`src/hw/rtl/b2da_pkg.sv`:
```
// Shared constants and types for the binary to decimal ASCII converter.
package b2da_pkg;

  localparam int VALUE_WIDTH  = 64;
  localparam int MAX_DIGITS   = 20;

  localparam int VALUE_FIELD_W = 64;
  localparam int CHAR_W        = 6;
  localparam int COUNT_W       = 5;

  localparam int BIT_CNT_W   = $clog2(VALUE_WIDTH);
  localparam int DIGIT_IDX_W = $clog2(MAX_DIGITS);

  localparam logic [CHAR_W-1:0] ASCII_ZERO = CHAR_W'(48);

  typedef logic [3:0] bcd_digit_t;

  // Control from the sequencer to the BCD shift register.
  typedef struct packed {
    logic clear;
    logic shift;
    logic bit_in;
  } bcd_ctl_t;

endpackage

```
`src/hw/rtl/b2da_if.sv`:
```
// Handshake channels for the converter: binary input and digit output.
interface b2da_in_if;
  import b2da_pkg::*;
  logic                     valid;
  logic                     ready;
  logic [VALUE_FIELD_W-1:0] value;

  modport source (output valid, output value, input ready);
  modport sink   (input valid, input value, output ready);
endinterface

interface b2da_out_if;
  import b2da_pkg::*;
  logic               valid;
  logic               ready;
  logic [CHAR_W-1:0]  digit_char;
  logic [COUNT_W-1:0] digit_count;
  logic               last_digit;

  modport source (output valid, output digit_char, output digit_count, output last_digit,
                  input ready);
  modport sink   (input valid, input digit_char, input digit_count, input last_digit,
                  output ready);
endinterface

```
`src/hw/rtl/b2da_bcd_shift.sv`:
```
// BCD shift register with per-digit add-3 correction and a running digit count.
module b2da_bcd_shift (
  input  logic                              clk,
  input  logic                              rst,
  input  b2da_pkg::bcd_ctl_t                ctl,
  input  logic [b2da_pkg::DIGIT_IDX_W-1:0]  rd_idx,
  output b2da_pkg::bcd_digit_t              rd_digit,
  output logic [b2da_pkg::COUNT_W-1:0]      count
);
  import b2da_pkg::*;

  bcd_digit_t              digit      [MAX_DIGITS];
  bcd_digit_t              adj        [MAX_DIGITS];
  bcd_digit_t              digit_next [MAX_DIGITS];
  logic                    carry;
  logic [COUNT_W-1:0]      count_next;

  always_comb begin
    for (int i = 0; i < MAX_DIGITS; i++) begin
      adj[i] = (digit[i] >= 4'd5) ? digit[i] + 4'd3 : digit[i];
    end
    digit_next[0] = {adj[0][2:0], ctl.bit_in};
    for (int i = 1; i < MAX_DIGITS; i++) begin
      digit_next[i] = {adj[i][2:0], adj[i-1][3]};
    end
    carry = adj[MAX_DIGITS-1][3];
  end

  // Doubling plus one bit adds at most one digit; a carry out of the top
  // digit means the value no longer fits, so pin the count at full width.
  always_comb begin
    count_next = count;
    if (carry) begin
      count_next = COUNT_W'(MAX_DIGITS);
    end else if (count < COUNT_W'(MAX_DIGITS)) begin
      if (digit_next[count[DIGIT_IDX_W-1:0]] != 4'd0) begin
        count_next = count + COUNT_W'(1);
      end
    end
  end

  always_ff @(posedge clk) begin
    if (ctl.clear) begin
      for (int i = 0; i < MAX_DIGITS; i++) begin
        digit[i] <= 4'd0;
      end
    end else if (ctl.shift) begin
      for (int i = 0; i < MAX_DIGITS; i++) begin
        digit[i] <= digit_next[i];
      end
    end
  end

  always_ff @(posedge clk) begin
    if (rst || ctl.clear) begin
      count <= COUNT_W'(1);
    end else if (ctl.shift) begin
      count <= count_next;
    end
  end

  assign rd_digit = digit[rd_idx];

endmodule

```
`src/hw/rtl/binary_to_decimal_ascii.sv`:
```
// Binary to decimal ASCII converter: bit-serial double dabble, then digit output.
// Steps: accept the value, shift its VALUE_WIDTH (64) bits into the BCD register, then emit the digits.
// One item at a time: a new value is accepted only after the last digit of the previous one is taken.
// The BCD shift register takes one input bit per cycle; digits then leave one per cycle while dout.ready is high.
// Input ready is high only while the block holds no item.
// Reset (rst, synchronous) returns the sequencer to idle and drops any item in progress.
module binary_to_decimal_ascii (
  input  logic        clk,
  input  logic        rst,
  b2da_in_if.sink     din,
  b2da_out_if.source  dout
);
  import b2da_pkg::*;

  typedef enum logic [1:0] {
    S_IDLE,
    S_CONV,
    S_EMIT
  } state_t;

  state_t                   state;
  logic [VALUE_WIDTH-1:0]   vshift;
  logic [BIT_CNT_W-1:0]     bit_cnt;
  logic [COUNT_W-1:0]       k;

  bcd_ctl_t                 ctl;
  logic [COUNT_W-1:0]       count;
  logic [COUNT_W-1:0]       pos;
  logic [DIGIT_IDX_W-1:0]   rd_idx;
  bcd_digit_t               rd_digit;
  logic                     in_acc;
  logic                     out_acc;
  logic                     last;

  assign in_acc  = din.valid && din.ready;
  assign out_acc = dout.valid && dout.ready;

  assign ctl.clear  = in_acc;
  assign ctl.shift  = (state == S_CONV);
  assign ctl.bit_in = vshift[VALUE_WIDTH-1];

  b2da_bcd_shift u_bcd (
    .clk      (clk),
    .rst      (rst),
    .ctl      (ctl),
    .rd_idx   (rd_idx),
    .rd_digit (rd_digit),
    .count    (count)
  );

  // Most significant digit first: position count-1 down to 0.
  assign pos    = count - COUNT_W'(1) - k;
  assign rd_idx = pos[DIGIT_IDX_W-1:0];
  assign last   = (k == count - COUNT_W'(1));

  assign din.ready        = (state == S_IDLE);
  assign dout.valid       = (state == S_EMIT);
  assign dout.digit_char  = ASCII_ZERO + {2'b00, rd_digit};
  assign dout.digit_count = count;
  assign dout.last_digit  = last;

  always_ff @(posedge clk) begin
    if (rst) begin
      state   <= S_IDLE;
      bit_cnt <= '0;
      k       <= '0;
    end else begin
      unique case (state)
        S_IDLE: begin
          if (in_acc) begin
            vshift  <= din.value[VALUE_WIDTH-1:0];
            bit_cnt <= BIT_CNT_W'(VALUE_WIDTH - 1);
            k       <= '0;
            state   <= S_CONV;
          end
        end
        S_CONV: begin
          vshift  <= {vshift[VALUE_WIDTH-2:0], 1'b0};
          bit_cnt <= bit_cnt - BIT_CNT_W'(1);
          if (bit_cnt == '0) begin
            state <= S_EMIT;
          end
        end
        S_EMIT: begin
          if (out_acc) begin
            if (last) begin
              state <= S_IDLE;
            end else begin
              k <= k + COUNT_W'(1);
            end
          end
        end
        default: state <= S_IDLE;
      endcase
    end
  end

endmodule

```
`src/flat_wrapper.sv`:
```
// flat-port wrapper written by rule: the top's interface ports become plain ports
module binary_to_decimal_ascii_flat import b2da_pkg::*;
  (clk, rst, din_valid, din_value, din_ready, dout_valid, dout_digit_char, dout_digit_count, dout_last_digit, dout_ready);
  b2da_in_if din_i ();
  b2da_out_if dout_i ();
  input  logic clk;
  input  logic rst;
  input wire logic [$bits(din_i.valid)-1:0] din_valid;
  input wire logic [$bits(din_i.value)-1:0] din_value;
  output wire logic [$bits(din_i.ready)-1:0] din_ready;
  output wire logic [$bits(dout_i.valid)-1:0] dout_valid;
  output wire logic [$bits(dout_i.digit_char)-1:0] dout_digit_char;
  output wire logic [$bits(dout_i.digit_count)-1:0] dout_digit_count;
  output wire logic [$bits(dout_i.last_digit)-1:0] dout_last_digit;
  input wire logic [$bits(dout_i.ready)-1:0] dout_ready;
  assign din_i.valid = din_valid;
  assign din_i.value = din_value;
  assign din_ready = din_i.ready;
  assign dout_valid = dout_i.valid;
  assign dout_digit_char = dout_i.digit_char;
  assign dout_digit_count = dout_i.digit_count;
  assign dout_last_digit = dout_i.last_digit;
  assign dout_i.ready = dout_ready;
  binary_to_decimal_ascii u_core (.clk(clk), .rst(rst), .din(din_i), .dout(dout_i));
endmodule
```
`config.mk`:
```
export PLATFORM = sky130hd
export DESIGN_NAME = binary_to_decimal_ascii_flat
export DESIGN_NICKNAME = d
export VERILOG_FILES = /design/src/hw/rtl/b2da_pkg.sv /design/src/hw/rtl/b2da_if.sv /design/src/hw/rtl/b2da_bcd_shift.sv /design/src/hw/rtl/binary_to_decimal_ascii.sv /design/src/flat_wrapper.sv
export SDC_FILE = /design/constraint.sdc
export NUM_CORES = 1
export LEC_CHECK = 0
export ABC_AREA = 1
export BUFFER_PORTS_ARGS = -buffer_cell sky130_fd_sc_hd__clkbuf_2
export CAP_MARGIN = 15
export CORE_UTILIZATION = 61
export DETAILED_ROUTE_END_ITERATION = 10
export PLACE_DENSITY = 0.81
export SLEW_MARGIN = 20
export SYNTH_ARGS = -nofsm -noshare
export SYNTH_HDL_FRONTEND = slang
export SYNTH_SLANG_ARGS = --single-unit
```
`constraint.sdc`:
```
create_clock -name clk -period 5.8 [get_ports clk]
set_input_delay 1.16 -clock clk [delete_from_list [all_inputs] [get_ports clk]]
set_output_delay 1.16 -clock clk [all_outputs]
set_load 0.05 [all_outputs]
```
==> results by group, run 1 <==
Finish
  – Reg area: 0.00468 mm²
  – P&R area growth vs syn: 10.8%
  – Ant. Diodes: 0
  – Layout cells sized above 1: 10.1%
  – Fill cells: 1,336
  – Final nets: 1,547
  – Multi-input gate area: 0.00490 mm²
  – Post-Route Utilization: 69.3%

Power
  – Overall Power: 5410 µW
  – Static leakage: 0.00539 µW
  – PwrDens: 469 mW/mm²
  – Peak VDD IR: 0.000270 V

Timing
  – Max Clock Skew: 8.45 ps
  – RSZ-0062 raised after global routing: no
  – Final Setup Violations: 0
  – Max_slew headroom: 30.0%
  – Min cycle time layout: 4720 ps
  – Final Hold Viols: 0
  – Slew Limit Fails: 0
  – Max Freq: 212 MHz
  – Worst-margin pin slew: 1050 ps
  – Tcrit/Tclk final: 81.4%
  – Final TNS setup: 0 ps

Drt
  – # DRC: 0
  – Vias/cell: 5.57
  – Via count: 9,254
  – Post-route antenna net violation count: 0
  – Pre-antenna DRT Iters: 8
  – Initial DRC count: 681
  – Routed WL: 24,800 µm
  – DR WL/cell: 15.0 µm

Setup path
  – CP max stage delay: 590 ps
  – Buf/Inv on CP: 4
  – Flop-to-flop setup slack: 3040 ps
  – Slowest cell on crit path: dfxtp_1
  – Reg2reg start: u_core.u_bcd.count[0]$_SDFFE_PP1P_
  – Worst-path fanout max: 20
  – CP top delay family: adder cells
  – CP arrival: 3560 ps
  – Critical path destination: dout_digit_char[0]
  – CP Capture Type: primary output
  – WS Path Type: reg -> out
  – Crit path required time: 4640 ps
  – Worst R2R End: u_core.k[4]$_SDFFE_PP0P_
  – CP startpoint: u_core.u_bcd.count[0]$_SDFFE_PP1P_
  – Critical path cell sequence: inv_4 -> ha_1 -> fa_1 -> inv_1 -> a21oi_1 -> o21ai_0 -> nand2_1 -> inv_1 -> o211ai_1 -> nand3_1 -> o21ai_0 -> clkbuf_2
  – Crit. path cell count: 12
  – R2R cell count: 13
  – Crit start category: flop

Synthesis
  – Commonest cells in the netlist: nand2_1 (470), inv_1 (159), edfxtp_1 (144)
  – Synthesis Warnings: 0
  – Unique cell type count in the Yosys netlist: 46
  – Top cells by area, synth: edfxtp_1 (42%), nand2_1 (17%), ha_1 (5.9%), inv_1 (5.7%), nand3_1 (4.7%)
  – Cell count after synthesis: 1,367
  – Async set-reset flop share out of synthesis: 0%
  – Top cell type by total area after synthesis: edfxtp_1
  – Cell Area, Synth: 0.0104 mm²
  – Yosys reg bits: 162
  – Sequential share of the synthesized area: 45.0%
  – Synth top area share: 41.6%
  – Top FF cell, synth: edfxtp_1
  – Count leader, synth: nand2_1
  – Syn_area_per_cell: 7.61 µm²
  – EDFF count, synth: 144

GRT
  – GR Util All Layers: 29.2%
  – Vias in the first global route: 8,707
  – Largest net degree at the start of global routing: 103
  – First-pass GRT wire length: 40,800 µm
  – GR Overflow Total: 0
  – Initial antenna violation count: 0

Clocking
  – Clk buf depth: 2
  – Clock latency at the later pin of the worst-skew pair: 440 ps
  – CTS tree: built
  – Clock Root Buffer: clkbuf_16
  – CTS buffer count: 17
  – Cts hold-fix bufs: 0
  – Post-CTS setup buffers: 0
  – H-tree depth: 4
  – Clock Sinks: 162
  – CTS clk-pin slew, worst paths: 70 ps
  – CTS resizes: 0

Die
  – Rows: 47
  – Die X: 133 µm
  – # IOs: 82
  – Die height: 133 µm
  – DIE AREA: 0.0176 mm²
  – Core Area: 0.0166 mm²
  – Initial Util: 62.5%

Hold path
  – Worst Hold Class: reg -> reg
  – Hold Crit Depth: 1
  – Worst hold start: u_core.bit_cnt[5]$_SDFFE_PP0P_

Placement
  – Routability Congestion: 0.929
  – PortBufs: 79
  – Post-DP HPWL: 17,300 µm

Run
  – Total of max-cap violations: 0

Run status
  – Status: completed
## cell families after synthesis
group | count (synthesis) | synth area share (%)
AO/OA/AOI/OAI | 188 | 9.59
XOR/XNOR | 20 | 1.68
adder cells (fa/ha/maj) | 50 | 6.08
buffers and inverters | 210 | 8.08
flip-flops | 162 | 45.0
other | 1 | 0.0360
AND/OR/NAND/NOR | 736 | 29.5
## worst min path at each step
stage / to
after detailed placement: u_core.bit_cnt[5]$_SDFFE_PP0P_
after global routing: u_core.bit_cnt[5]$_SDFFE_PP0P_
after floorplan: u_core.bit_cnt[5]$_SDFFE_PP0P_
final: u_core.bit_cnt[5]$_SDFFE_PP0P_
after CTS: u_core.bit_cnt[5]$_SDFFE_PP0P_
after global placement: u_core.bit_cnt[5]$_SDFFE_PP0P_
## registers in the layout, indices dropped and copies added, names as in the netlist
name	count
u_core.k	5
u_core.u_bcd.digit	80
u_core.vshift	64
u_core.u_bcd.count	5
u_core.state	2
u_core.bit_cnt	6
## per-stage QoR
stage	hold WS [ps]	instance area, µm²	std cells	setup slack (ps)
2_1_floorplan	443	10400	1368	1190
3_3_place_gp	461	10900	1630	1620
3_5_place_dp	463	10900	1630	1580
4_1_cts	475	11500	1661	1100
5_1_grt	514	11500	1661	827
6_report	478	11500	1661	1080
## cell usage in the layout (no fill, tap or decap), drive strengths merged, types with 2 or more instances in the layout
cell type    n
clkbuf      96
nor3         6
conb         2
a21oi       82
a31oi        2
clkinvlp     2
o211ai      10
ha          49
nand2      474
a21boi       2
or2          4
a211oi       4
nand4       30
nor2       114
buf          9
nor3b        2
inv        174
dfxtp       18
edfxtp     144
o21ai       84
xor2        14
nand3      101
xnor2        6
nand3b       3
## layer usage
layer  part of all wire (%)  vias up  wire length, µm  GRT usage (%)
li1                       -     4603                -              -
met1                     43     4226            10800           37.1
met2                     46      360            11500           47.4
met3                    6.7       65             1680           6.63
met4                    3.8        0              944           14.1
met5                      0        -                0              0
## final cells by class
class | count | area share, %
Multi-Input combinational cell | 996 | 42.5
Sequential cell | 162 | 40.6
Inverter | 164 | 5.38
Timing Repair Buffer | 88 | 4.02
Clock buffer | 17 | 3.69
Tap cell | 220 | 2.39
Clock inverter | 14 | 1.40
## power by group
part           internal, µW  total, µW  switching [µW]
Sequential             1590       1770             186
Combinational           741       2490            1750
Clock                   613       1140             531
No activity file was read; power rests on OpenSTA's default activity.
==> inputs of run 2 (changes only) <==
Settings changed: ABC_AREA 1 to 0.
Clock period 5.8 ns to 4.8 ns, I/O delays scaled along.
==> run 2 against run 1 <==
Against the previous run:
- flip-flop and latch count unchanged
- setup slack worse by 940 ps
- cell count down 21%
- clock power up 18%
- first-iteration DRC count down 7.3%
- die area down 3.9%
- non-clock buffer count up 2
- cell area down 3.9%
- largest cell class unchanged
- largest power group is now sequential cells
==> results by group, run 2 <==
Drt
  – Routed WL: 22,200 µm (-11%)
  – # DRC: 0 (unchanged)
  – Vias/cell: 5.97 (+7.1%)
  – M1 WL: 9360 µm (-13%)
  – DR WL/cell: 16.9 µm (+13%)
  – Routed length on met3: 1760 µm (+5.1%)
  – Top sig layer: met4
  – Post-route antenna net violation count: 0 (unchanged)
  – Met2 wire len: 10,300 µm (-10%)
  – Pre-antenna DRT Iters: 6 (-2)
  – Initial DRC count: 631 (-7.3%)
  – Via count: 7,833 (-15%)

Die
  – Core Area: 0.0159 mm² (-4.2%)
  – Die X: 130 µm (-2.0%)
  – Rows: 46 (-2.1%)
  – DIE AREA: 0.0169 mm² (-3.9%)
  – # IOs: 82 (unchanged)
  – Die height: 130 µm (-2.0%)
  – Initial Util: 62.7% (+0.17 points)

Synthesis
  – Unique cell type count in the Yosys netlist: 69 (+50%)
  – Yosys reg bits: 162 (unchanged)
  – Syn_area_per_cell: 9.73 µm² (+28%)
  – Cell Area, Synth: 0.0100 mm² (-3.9%)
  – Synth top area share: 43.3% (+1.7 points)
  – Cell count after synthesis: 1,027 (-25%)
  – Top FF cell, synth: edfxtp_1
  – Top cell type by total area after synthesis: edfxtp_1
  – Async set-reset flop share out of synthesis: 0% (unchanged)
  – Commonest cells in the netlist: nand2_1 (253), edfxtp_1 (144), nor2_1 (89)
  – EDFF count, synth: 144 (unchanged)
  – Synthesis Warnings: 0 (unchanged)
  – Sequential share of the synthesized area: 46.9% (+1.8 points)
  – Top cells by area, synth: edfxtp_1 (43%), nand2_1 (9.5%), ha_1 (6.1%), mux4_2 (5.4%), dfxtp_1 (3.6%)
  – Count leader, synth: nand2_1

Timing
  – Final Hold Viols: 0 (unchanged)
  – Max Clock Skew: 8.19 ps (-0.257 ps)
  – Max Freq: 214 MHz
  – Hold Slack: 490 ps (+12.2 ps)
  – Tcrit/Tclk final: 97.2%
  – Worst-margin pin slew: 940 ps (-109 ps)
  – Min cycle time layout: 4660 ps
  – RSZ-0062 raised after global routing: no
  – Slew Limit Fails: 0 (unchanged)
  – Final Setup Violations: 0 (unchanged)
  – Max_slew headroom: 37.4% (+7.4 points)
  – Final TNS setup: 0 ps (unchanged)

Clocking
  – Clock Sinks: 162 (unchanged)
  – Clk buf depth: 2 (unchanged)
  – Post-CTS setup buffers: 0 (unchanged)
  – CTS tree: built
  – Clock latency at the later pin of the worst-skew pair: 440 ps (about the same)
  – H-tree depth: 4 (unchanged)
  – Clock Root Buffer: clkbuf_16
  – CTS clk-pin slew, worst paths: 70 ps (about the same)
  – CTS resizes: 0 (unchanged)
  – CTS buffer count: 17 (unchanged)
  – Cts hold-fix bufs: 0 (unchanged)

Setup path
  – Buf/Inv on CP: 3 (-1)
  – Slowest cell on crit path: fa_1
  – CP top delay family: adder cells
  – Crit start category: flop
  – Crit path required time: 3840 ps (-800 ps)
  – CP max stage delay: 840 ps (+250 ps)
  – Worst-path fanout max: 11 (-45%)
  – Most used cell, CP: mux4_2
  – Critical path cell sequence: clkinv_1 -> ha_1 -> fa_1 -> buf_4 -> mux4_2 -> mux4_2 -> mux2_2 -> clkbuf_2
  – CP arrival: 3700 ps (+140 ps)
  – WS Path Type: reg -> out
  – CP Capture Type: primary output

Finish
  – Reg area: 0.00469 mm² (about the same)
  – Ant. Diodes: 0 (unchanged)
  – Layout cells sized above 1: 15.8% (+5.6 points)
  – Most frequent cells in the layout: nand2_1 (253), edfxtp_1 (144), nor2_1 (89), clkbuf_2 (79), a21oi_1 (65)
  – Final nets: 1,202 (-22%)
  – Fill cells: 1,203 (-10%)
  – Largest register FFs: 80 (unchanged)
  – Post-Route Utilization: 69.5% (+0.22 points)
  – Multi-input gate area: 0.00488 mm² (-0.41%)
  – Biggest regs: u_core.u_bcd.digit (80), u_core.vshift (64), u_core.bit_cnt (6)
  – P&R area growth vs syn: 10.9% (about the same)
  – Largest Register: u_core.u_bcd.digit
  – Post-Layout Cell Count: 1,313 (-21%)
  – Most common cell after layout, fill and taps aside: nand2_1

GRT
  – GR Overflow Total: 0 (unchanged)
  – Largest net degree at the start of global routing: 82 (-20%)
  – Vias in the first global route: 7,290 (-16%)
  – Initial antenna violation count: 0 (unchanged)
  – First-pass GRT wire length: 35,700 µm (-13%)
  – GR Util All Layers: 27.8% (-1.4 points)

Placement
  – Routability Congestion: 0.891 (-4.1%)
  – Post-DP HPWL: 15,000 µm (-13%)
  – Inst Count DP: 1,281 (-21%)
  – PortBufs: 79 (unchanged)

Power
  – Overall Power: 5080 µW (-6.1%)
  – Flop pwr share: 40.5% (+7.7 points)
  – Clock share of power: 26.3% (+5.1 points)
  – Pint: 3220 µW (+9.6%)
  – PwrDens: 458 mW/mm² (-2.3%)
  – Logic pwr share: 33.1% (-13 points)
  – Peak VDD IR: 0.000310 V (+15%)
  – Psw: 1860 µW (-25%)
  – Switching Share: 36.5% (-9.1 points)
  – Static leakage: 0.00449 µW (-17%)

Run
  – Total of max-cap violations: 0 (unchanged)

Run status
  – Status: completed

Hold path
  – Worst Hold Class: reg -> reg
[run 2: cell types whose count changed after synthesis, moves of 13 or more]
cell / change
inv_1: -109
nor3_1: +13
o21ai_0: -47
a21oi_1: -16
nand2b_1: +25
nor2_1: -19
nand4_1: -25
mux4_2: +24
nor3b_1: +21
a211oi_1: +16
nand3_1: -90
xnor2_1: +13
nand2_1: -217
[run 2: final timing paths]
path	startpoint	endpoint	slack (ps)	depth (start not counted)
min reg2reg	u_core.bit_cnt[5]$_SDFFE_PP0P_	u_core.bit_cnt[5]$_SDFFE_PP0P_	490	1
min	u_core.bit_cnt[5]$_SDFFE_PP0P_	u_core.bit_cnt[5]$_SDFFE_PP0P_	490	1
max	u_core.u_bcd.count[0]$_SDFFE_PP1P_	dout_digit_char[2]	140	8
max reg2reg	u_core.u_bcd.digit[14][0]$_SDFFCE_PN0P_	u_core.u_bcd.count[0]$_SDFFE_PP1P_	1700	10
[run 2: metrics by stage]
step	setup slack, ps	cell area, µm²
after floorplan	109	10000
after global placement	714	10500
after detailed placement	602	10500
after CTS	111	11100
after global routing	3.53	11100
final	135	11100
[run 2: area by class of cell]
type | count | area share, %
Clock buffer | 18 | 3.87
Multi-Input combinational cell | 762 | 44.0
Clock inverter | 14 | 1.31
Tap cell | 216 | 2.44
Inverter | 51 | 1.73
Timing Repair Buffer | 90 | 4.31
Sequential cell | 162 | 42.3
[run 2: cells by family after synthesis]
group / share of synthesized area (%)
compound gates: 11.1
fa+ha+maj: 6.33
other cells: 0.0375
buf+inv: 4.64
flops: 46.9
simple gates: 21.1
mux: 7.80
xor+xnor: 2.10
[run 2: power groups by stage]
| stage | Sequential [µW] | Combinational [µW] | Clock, µW |
|---|---|---|---|
| 2_1_floorplan | 1970 | 1350 | 0 |
| 3_3_place_gp | 2070 | 1600 | 0 |
| 3_5_place_dp | 2070 | 1660 | 0 |
| 4_1_cts | 2050 | 1680 | 1350 |
| 5_1_grt | 2080 | 1860 | 1410 |
| 6_report | 2060 | 1680 | 1340 |
[run 2: layer usage]
layer  up-vias  track usage [%]
met1      3654             36.4
met5         -                0
met2       361             44.3
met3        63             6.60
li1       3755                -
met4         0             12.6
